--- src/rtl/core/tspc_pkg.sv ---
package tspc_pkg;

    // Header window and length counter
    localparam int unsigned HDR_BYTES = 82;
    localparam int unsigned POS_W     = 7;

    // Byte offsets of the fields that the decision looks at
    localparam logic [POS_W-1:0] OFS_ETYPE_HI = 7'd12;
    localparam logic [POS_W-1:0] OFS_ETYPE_LO = 7'd13;
    localparam logic [POS_W-1:0] OFS_TCI_HI   = 7'd14;
    localparam logic [POS_W-1:0] OFS_IP_PROTO = 7'd23;
    localparam logic [POS_W-1:0] OFS_UDP_BASE = 7'd16;   // dest port at 14 + IHL*4 + 2
    localparam logic [POS_W-1:0] HDR_LAST     = 7'd82;

    // Minimum lengths for each check
    localparam logic [POS_W-1:0] LEN_ETH      = 7'd14;
    localparam logic [POS_W-1:0] LEN_VLAN     = 7'd16;
    localparam logic [POS_W-1:0] LEN_IPV4     = 7'd34;
    localparam logic [POS_W-1:0] LEN_UDP_BASE = 7'd22;   // 14 + IHL*4 + 8

    // Protocol codes
    localparam logic [15:0] ETYPE_VLAN = 16'h8100;
    localparam logic [15:0] ETYPE_IPV4 = 16'h0800;
    localparam logic [7:0]  PROTO_UDP  = 8'd17;

    // Configuration register map
    localparam int unsigned CFG_IDX_W  = 8;
    localparam int unsigned CFG_DATA_W = 16;
    localparam logic [CFG_IDX_W-1:0] CFG_AVTP_TYPE      = 8'd0;
    localparam logic [CFG_IDX_W-1:0] CFG_PCP_THRESH     = 8'd1;
    localparam logic [CFG_IDX_W-1:0] CFG_UDP_MATCH_PORT = 8'd2;
    localparam logic [CFG_IDX_W-1:0] CFG_TS_PRIORITY    = 8'd3;

    localparam logic [15:0] RST_AVTP_TYPE      = 16'h22F0;
    localparam logic [2:0]  RST_PCP_THRESH     = 3'd5;
    localparam logic [15:0] RST_UDP_MATCH_PORT = 16'd6000;
    localparam logic [3:0]  RST_TS_PRIORITY    = 4'd6;

    typedef struct packed {
        logic [7:0] frame_byte;
        logic       frame_end;
    } in_item_t;

    typedef struct packed {
        logic        is_time_sensitive;
        logic [3:0]  assigned_priority;
        logic [63:0] normal_total;
        logic [63:0] ts_total;
    } out_item_t;

    typedef struct packed {
        logic [15:0] avtp_type_value;
        logic [2:0]  pcp_threshold;
        logic [15:0] udp_match_port;
        logic [3:0]  ts_priority_value;
    } cfg_regs_t;

    // Header fields as seen once the current byte is taken in
    typedef struct packed {
        logic [15:0]      etype;
        logic [7:0]       tci_hi;     // also IPv4 version / IHL
        logic [7:0]       ip_proto;
        logic [15:0]      udp_dport;
        logic [POS_W-1:0] len;
    } hdr_fields_t;

    // Time-sensitive decision on the captured header fields
    function automatic logic classify(input hdr_fields_t h, input cfg_regs_t c);
        logic             ts;
        logic [3:0]       ihl;
        logic [POS_W-1:0] udp_end;
        ts      = 1'b0;
        ihl     = h.tci_hi[3:0];
        udp_end = LEN_UDP_BASE + {1'b0, ihl, 2'b00};
        if (h.len >= LEN_ETH) begin
            if (h.etype == c.avtp_type_value) begin
                ts = 1'b1;
            end
            else if (h.etype == ETYPE_VLAN) begin
                ts = (h.len >= LEN_VLAN) && (h.tci_hi[7:5] >= c.pcp_threshold);
            end
            else if (h.etype == ETYPE_IPV4) begin
                ts = (h.len >= LEN_IPV4) && (h.ip_proto == PROTO_UDP) &&
                     (udp_end <= h.len) && (h.udp_dport == c.udp_match_port);
            end
        end
        return ts;
    endfunction

endpackage

--- src/rtl/core/tspc_hdr_capture.sv ---
module tspc_hdr_capture
    import tspc_pkg::*;
(
    input  logic        clk,
    input  logic        rst_n,
    input  logic        fire,
    input  in_item_t    item,
    output hdr_fields_t hdr
);

    logic [POS_W-1:0] pos_reg, pos_next;
    logic [15:0]      etype_reg;
    logic [7:0]       tci_hi_reg, proto_reg;
    logic [15:0]      dport_reg;
    logic [POS_W-1:0] udp_pos;
    logic             in_win;

    // UDP dest port position follows from the IHL byte, which arrives first
    assign udp_pos = OFS_UDP_BASE + {1'b0, tci_hi_reg[3:0], 2'b00};
    assign in_win  = (pos_reg < HDR_LAST);

    // Field view with this byte merged in
    always_comb
    begin
        hdr.etype     = etype_reg;
        hdr.tci_hi    = tci_hi_reg;
        hdr.ip_proto  = proto_reg;
        hdr.udp_dport = dport_reg;
        hdr.len       = in_win ? pos_reg + 7'd1 : pos_reg;
        if (in_win)
        begin
            if (pos_reg == OFS_ETYPE_HI) hdr.etype[15:8]    = item.frame_byte;
            if (pos_reg == OFS_ETYPE_LO) hdr.etype[7:0]     = item.frame_byte;
            if (pos_reg == OFS_TCI_HI)   hdr.tci_hi         = item.frame_byte;
            if (pos_reg == OFS_IP_PROTO) hdr.ip_proto       = item.frame_byte;
            if (pos_reg >= OFS_UDP_BASE && pos_reg == udp_pos)
                hdr.udp_dport[15:8] = item.frame_byte;
            if (pos_reg >= OFS_UDP_BASE && pos_reg == udp_pos + 7'd1)
                hdr.udp_dport[7:0]  = item.frame_byte;
        end
    end

    assign pos_next = item.frame_end ? '0 : hdr.len;

    // Byte position, saturating at the end of the header window
    always_ff @(posedge clk or negedge rst_n)
    begin
        if (!rst_n)
            pos_reg <= '0;
        else if (fire)
            pos_reg <= pos_next;
    end

    // Captured fields: payload, no reset
    always_ff @(posedge clk)
    begin
        if (fire)
        begin
            etype_reg  <= hdr.etype;
            tci_hi_reg <= hdr.tci_hi;
            proto_reg  <= hdr.ip_proto;
            dport_reg  <= hdr.udp_dport;
        end
    end

    a_pos_range: assert property (@(posedge clk) disable iff (!rst_n)
        pos_reg <= HDR_LAST)
        else $error("byte position beyond header window");

    a_pos_clear: assert property (@(posedge clk) disable iff (!rst_n)
        (fire && item.frame_end) |=> (pos_reg == '0))
        else $error("byte position not cleared after final byte");

endmodule

--- src/rtl/core/ts_packet_classifier_core.sv ---
// Channel   Dir  Handshake            Payload
// in        in   in_valid / in_stall   in_item   (frame_byte, frame_end)
// out       out  out_valid / out_stall out_item  (flag, priority, totals)
// cfg       in   cfg_valid / cfg_ready cfg_index, cfg_data
//
// One byte item per cycle sustained unless a final byte waits on a stalled
// result: an input register feeds a single pass of field capture and decision
// into the result register; the 64-bit counter increment is the longest path.
// Reset clears the position and both counters and loads the register defaults;
// there is no clearing pass. A stalled result holds while non-final bytes flow on.
module ts_packet_classifier_core
    import tspc_pkg::*;
(
    input  logic                  clk,
    input  logic                  rst_n,
    input  logic                  in_valid,
    output logic                  in_stall,
    input  in_item_t              in_item,
    output logic                  out_valid,
    input  logic                  out_stall,
    output out_item_t             out_item,
    input  logic                  cfg_valid,
    output logic                  cfg_ready,
    input  logic [CFG_IDX_W-1:0]  cfg_index,
    input  logic [CFG_DATA_W-1:0] cfg_data
);

    logic        in_valid_reg;
    in_item_t    in_item_reg;
    logic        out_valid_reg;
    out_item_t   out_item_reg;
    logic [63:0] norm_cnt_reg, norm_cnt_next;
    logic [63:0] ts_cnt_reg, ts_cnt_next;
    cfg_regs_t   cfg_reg;
    hdr_fields_t hdr;
    logic        adv, fire, done, ts;

    // Pipeline control: a non-final byte never waits on the output
    assign adv      = !in_item_reg.frame_end || !out_valid_reg || !out_stall;
    assign fire     = in_valid_reg && adv;
    assign done     = fire && in_item_reg.frame_end;
    assign in_stall = in_valid_reg && !adv;
    assign cfg_ready = 1'b1;

    // Input register
    always_ff @(posedge clk or negedge rst_n)
    begin
        if (!rst_n)
            in_valid_reg <= 1'b0;
        else if (in_valid && !in_stall)
            in_valid_reg <= 1'b1;
        else if (fire)
            in_valid_reg <= 1'b0;
    end

    always_ff @(posedge clk)
    begin
        if (in_valid && !in_stall)
            in_item_reg <= in_item;
    end

    tspc_hdr_capture u_capture (
        .clk   (clk),
        .rst_n (rst_n),
        .fire  (fire),
        .item  (in_item_reg),
        .hdr   (hdr)
    );

    // Decision and counter update
    assign ts            = classify(hdr, cfg_reg);
    assign norm_cnt_next = ts ? norm_cnt_reg : norm_cnt_reg + 64'd1;
    assign ts_cnt_next   = ts ? ts_cnt_reg + 64'd1 : ts_cnt_reg;

    always_ff @(posedge clk or negedge rst_n)
    begin
        if (!rst_n)
        begin
            norm_cnt_reg <= '0;
            ts_cnt_reg   <= '0;
        end
        else if (done)
        begin
            norm_cnt_reg <= norm_cnt_next;
            ts_cnt_reg   <= ts_cnt_next;
        end
    end

    // Result register
    always_ff @(posedge clk or negedge rst_n)
    begin
        if (!rst_n)
            out_valid_reg <= 1'b0;
        else if (done)
            out_valid_reg <= 1'b1;
        else if (!out_stall)
            out_valid_reg <= 1'b0;
    end

    always_ff @(posedge clk)
    begin
        if (done)
        begin
            out_item_reg.is_time_sensitive <= ts;
            out_item_reg.assigned_priority <= ts ? cfg_reg.ts_priority_value : 4'd0;
            out_item_reg.normal_total      <= norm_cnt_next;
            out_item_reg.ts_total          <= ts_cnt_next;
        end
    end

    assign out_valid = out_valid_reg;
    assign out_item  = out_item_reg;

    // Configuration registers; unknown indexes are ignored
    always_ff @(posedge clk or negedge rst_n)
    begin
        if (!rst_n)
        begin
            cfg_reg.avtp_type_value   <= RST_AVTP_TYPE;
            cfg_reg.pcp_threshold     <= RST_PCP_THRESH;
            cfg_reg.udp_match_port    <= RST_UDP_MATCH_PORT;
            cfg_reg.ts_priority_value <= RST_TS_PRIORITY;
        end
        else if (cfg_valid && cfg_ready)
        begin
            case (cfg_index)
                CFG_AVTP_TYPE:      cfg_reg.avtp_type_value   <= cfg_data;
                CFG_PCP_THRESH:     cfg_reg.pcp_threshold     <= cfg_data[2:0];
                CFG_UDP_MATCH_PORT: cfg_reg.udp_match_port    <= cfg_data;
                CFG_TS_PRIORITY:    cfg_reg.ts_priority_value <= cfg_data[3:0];
                default: ;
            endcase
        end
    end

    a_cnt_step: assert property (@(posedge clk) disable iff (!rst_n)
        done |=> (norm_cnt_reg + ts_cnt_reg) ==
                 ($past(norm_cnt_reg) + $past(ts_cnt_reg) + 64'd1))
        else $error("frame counters did not advance by one");

    a_cnt_hold: assert property (@(posedge clk) disable iff (!rst_n)
        !done |=> $stable(norm_cnt_reg) && $stable(ts_cnt_reg))
        else $error("frame counters moved without a final byte");

    a_prio_normal: assert property (@(posedge clk) disable iff (!rst_n)
        (out_valid_reg && !out_item_reg.is_time_sensitive) |->
            (out_item_reg.assigned_priority == 4'd0))
        else $error("normal frame given a priority");

    a_no_overrun: assert property (@(posedge clk) disable iff (!rst_n)
        (out_valid_reg && out_stall) |-> !done)
        else $error("result overwritten while stalled");

endmodule

--- config.mk ---
export PLATFORM = sky130hd
export DESIGN_NAME = ts_packet_classifier_core
export DESIGN_NICKNAME = d
export VERILOG_FILES = /design/src/rtl/core/tspc_pkg.sv /design/src/rtl/core/tspc_hdr_capture.sv /design/src/rtl/core/ts_packet_classifier_core.sv
export SDC_FILE = /design/constraint.sdc
export NUM_CORES = 1
export LEC_CHECK = 0
export BUFFER_PORTS_ARGS = -buffer_cell sky130_fd_sc_hd__buf_2
export CORE_ASPECT_RATIO = 0.5
export CORE_MARGIN = 1.5
export CORE_UTILIZATION = 30
export CTS_CLUSTER_DIAMETER = 120
export DETAILED_ROUTE_END_ITERATION = 8
export PLACE_DENSITY = 0.52
export SLEW_MARGIN = 30
export SYNTH_ARGS = -nofsm -noshare
export SYNTH_HDL_FRONTEND = slang
export SYNTH_SLANG_ARGS = --single-unit
--- constraint.sdc ---
create_clock -name clk -period 13.8 [get_ports clk]
set_input_delay 4.14 -clock clk [delete_from_list [all_inputs] [get_ports clk]]
set_output_delay 4.14 -clock clk [all_outputs]
set_load 0.05 [all_outputs]
==> metrics.yaml <==
coreArea_mm2: 0.0610
htreeDepth: 2
setup_violations: 0
die_h_um: 178
worst_slew_pin_slew_ns: 0.930
grtUsageMet1_pct: 19.1
dp_hpwl_mm: 29.8
grt_pass1_wl_mm: 71.7
gr-total-overflow: 0
n_fill_cell: 6102
cts_root_buf: "clkbuf_16"
r2r_slack_ns: 8.08
wl_per_cell_um: 17.8
row_count: 64
ios: 174
max_clock_freq_mhz: 113
end_kind: "output pin"
hold_start: "norm_cnt_reg[63]"
syn_area_mm2: 0.0185
hp-class: "flip-flop to flip-flop"
power_density_mw_per_mm2: 121
clockBufferDepth: 3
die_area_mm2: 0.0632
met2_usage_pct: 24.1
drt-total-wl_mm: 45.6
synth_area_leaders: "edfxtp_1 31%, dfrtp_1 22%, xnor2_1 7.6%"
async_flop_share_pct: 48.2
post_route_cells_drive_above_1_share_pct: 23.2
worstRegToRegCells: 16
synth_edf_count: 189
reg2reg_to: "out_item[65]"
leakage_nw: 8.89
critPathArrivalTime_ns: 4.71
final_cells: 2568
initial_utilization_pct: 30.3
path_class: "input port to output pin"
area_growth_pct: 16.4
antenna_found_initial: 1
antenna_cells: 0
synth_top_cell_by_area: "edfxtp_1"
post-cts-setup-buffers: 0
ff_latch_area_mm2: 0.0101
cts_sinks: 365
clock_latency_ns: 0.55
status: "complete, no violations"
met3_usage_pct: 2.27
placedCellCount: 2496
grt_pass1_vias: 12500
crit_fanout: 3
critPathLaunchType: "input port"
hold_violations: 0
report.final.slew_viol_count: 0
final_common_cell: "edfxtp_1"
max_slew_margin_pct: 37.8
gp_congestion: 0.804
cts_buffers: 40
detail-route-antenna-nets: 0
path_clk_slew_ns: 0.06
drc: 0
cts_hold_buf: 0
multiInputGateArea_mm2: 0.00772
ys_seq_area_share_pct: 54.7
port-buffer-count: 172
synth_seq_cells: 365
fin_nets: 1767
top_usage_layer: "met2"
crit_required_ns: 9.66
period_needed_ns: 8.85
fin_crit_sh_pct: 64.1
yosys_warnings: 0
gr-usage-all-layers_pct: 14.2
ys_types: 81
grt_start_max_net_pins: 138
yosysTopAreaCellShare_pct: 30.7
mostFrequentLayoutCells: "189 x edfxtp_1, 171 x buf_2, 161 x xnor2_1"
setup-tns-final_ns: 0
ys.flop_type: "edfxtp_1"
vdd_drop_max_mv: 0.0631
routed_via_density: 4.82
postSynthCellCount: 1566
vias: 12400
die_w_um: 354
min_to: "norm_cnt_reg[63]"
whs_path_depth: 1
synth.avg_cell_area_um2: 11.8
cts_tree: "yes"
rsz0062_at_grt: "no"
finClkSkew_ns: 0.0288
rr_startpoint: "u_capture.pos_reg[5]"
largest_register_ffs: 133
syn_nets: 1620
cts_resized: 0
drt-initial-drc-count: 786
first_pass_iters: 6
cap_violations: 0
[synth_stat cells (13+ instances only)]
library cell and n:
dfstp_2 17, mux2_2 56, nor4_1 14, nand3_1 96, edfxtp_1 189, nand2_1 117
o211ai_1 17, nand4_1 58, a211oi_2 39, and2_1 15, nor2_1 66, nor3_1 42
mux2i_1 13, inv_1 61, ha_1 16, buf_1 18, dfrtp_1 159, xnor2_1 161
xor2_1 118, buf_2 29, and3_1 40, clkbuf_1 25, o21ai_0 30
[critical path, cell delays in order]
cell     delay [ns]
buf_2          0.10
nand4_1        0.13
inv_1          0.08
buf_2          0.25
[power by group]
| part | internal, mW | switching, mW |
|---|---|---|
| combinational | 0.0701 | 0.151 |
| sequential | 1.20 | 0.0425 |
| clock | 0.685 | 0.461 |
| total | 1.96 | 0.654 |
[area by class of cell]
cell class / count / share of cell area (%)
clock inverter: 21 / 1.25
multi-input combinational: 1052 / 35.9
inverter: 63 / 1.16
sequential: 365 / 47.0
tap: 825 / 4.80
clock buffer: 51 / 5.18
timing repair buffer: 191 / 4.74
[metal layers]
metal	wire, µm	part of all wire (%)
met5	17	0.037
met4	943	2.1
met3	1540	3.4
met2	22100	48
met1	21000	46
[per-stage QoR]
| step | power [mW] | hold WS, ns | worst slack, ns | cell area [µm²] | util (%) |
|---|---|---|---|---|---|
| final | 2.61 | 0.488 | 4.95 | 21500 | 35.2 |
| after global routing | 2.71 | 0.509 | 4.91 | 21500 | 35.2 |
| after CTS | 2.65 | 0.494 | 4.95 | 21500 | 35.2 |
| after detailed placement | 1.49 | 0.480 | 4.95 | 20100 | 33.0 |
| after global placement | 1.49 | 0.479 | 4.95 | 20100 | 33.0 |
| after floorplan | 1.41 | 0.461 | 3.08 | 18500 | - |
[cell families after synthesis]
kind of cell	Yosys count	synth area share, %
simple gates	529	15.8
compound gates	157	7.31
buf+inv	149	3.66
flops	365	54.7
mux	70	4.18
other cells	1	0.0203
xor+xnor	279	13.2
fa+ha+maj	16	1.08
[worst max path at each step]
stage,from,endpoint
after floorplan,out_stall,norm_cnt_reg[38]
after global placement,out_stall,in_stall
after detailed placement,out_stall,in_stall
after CTS,out_stall,in_stall
after global routing,out_stall,in_stall
final,out_stall,in_stall
(Power assumes the default switching activity.)
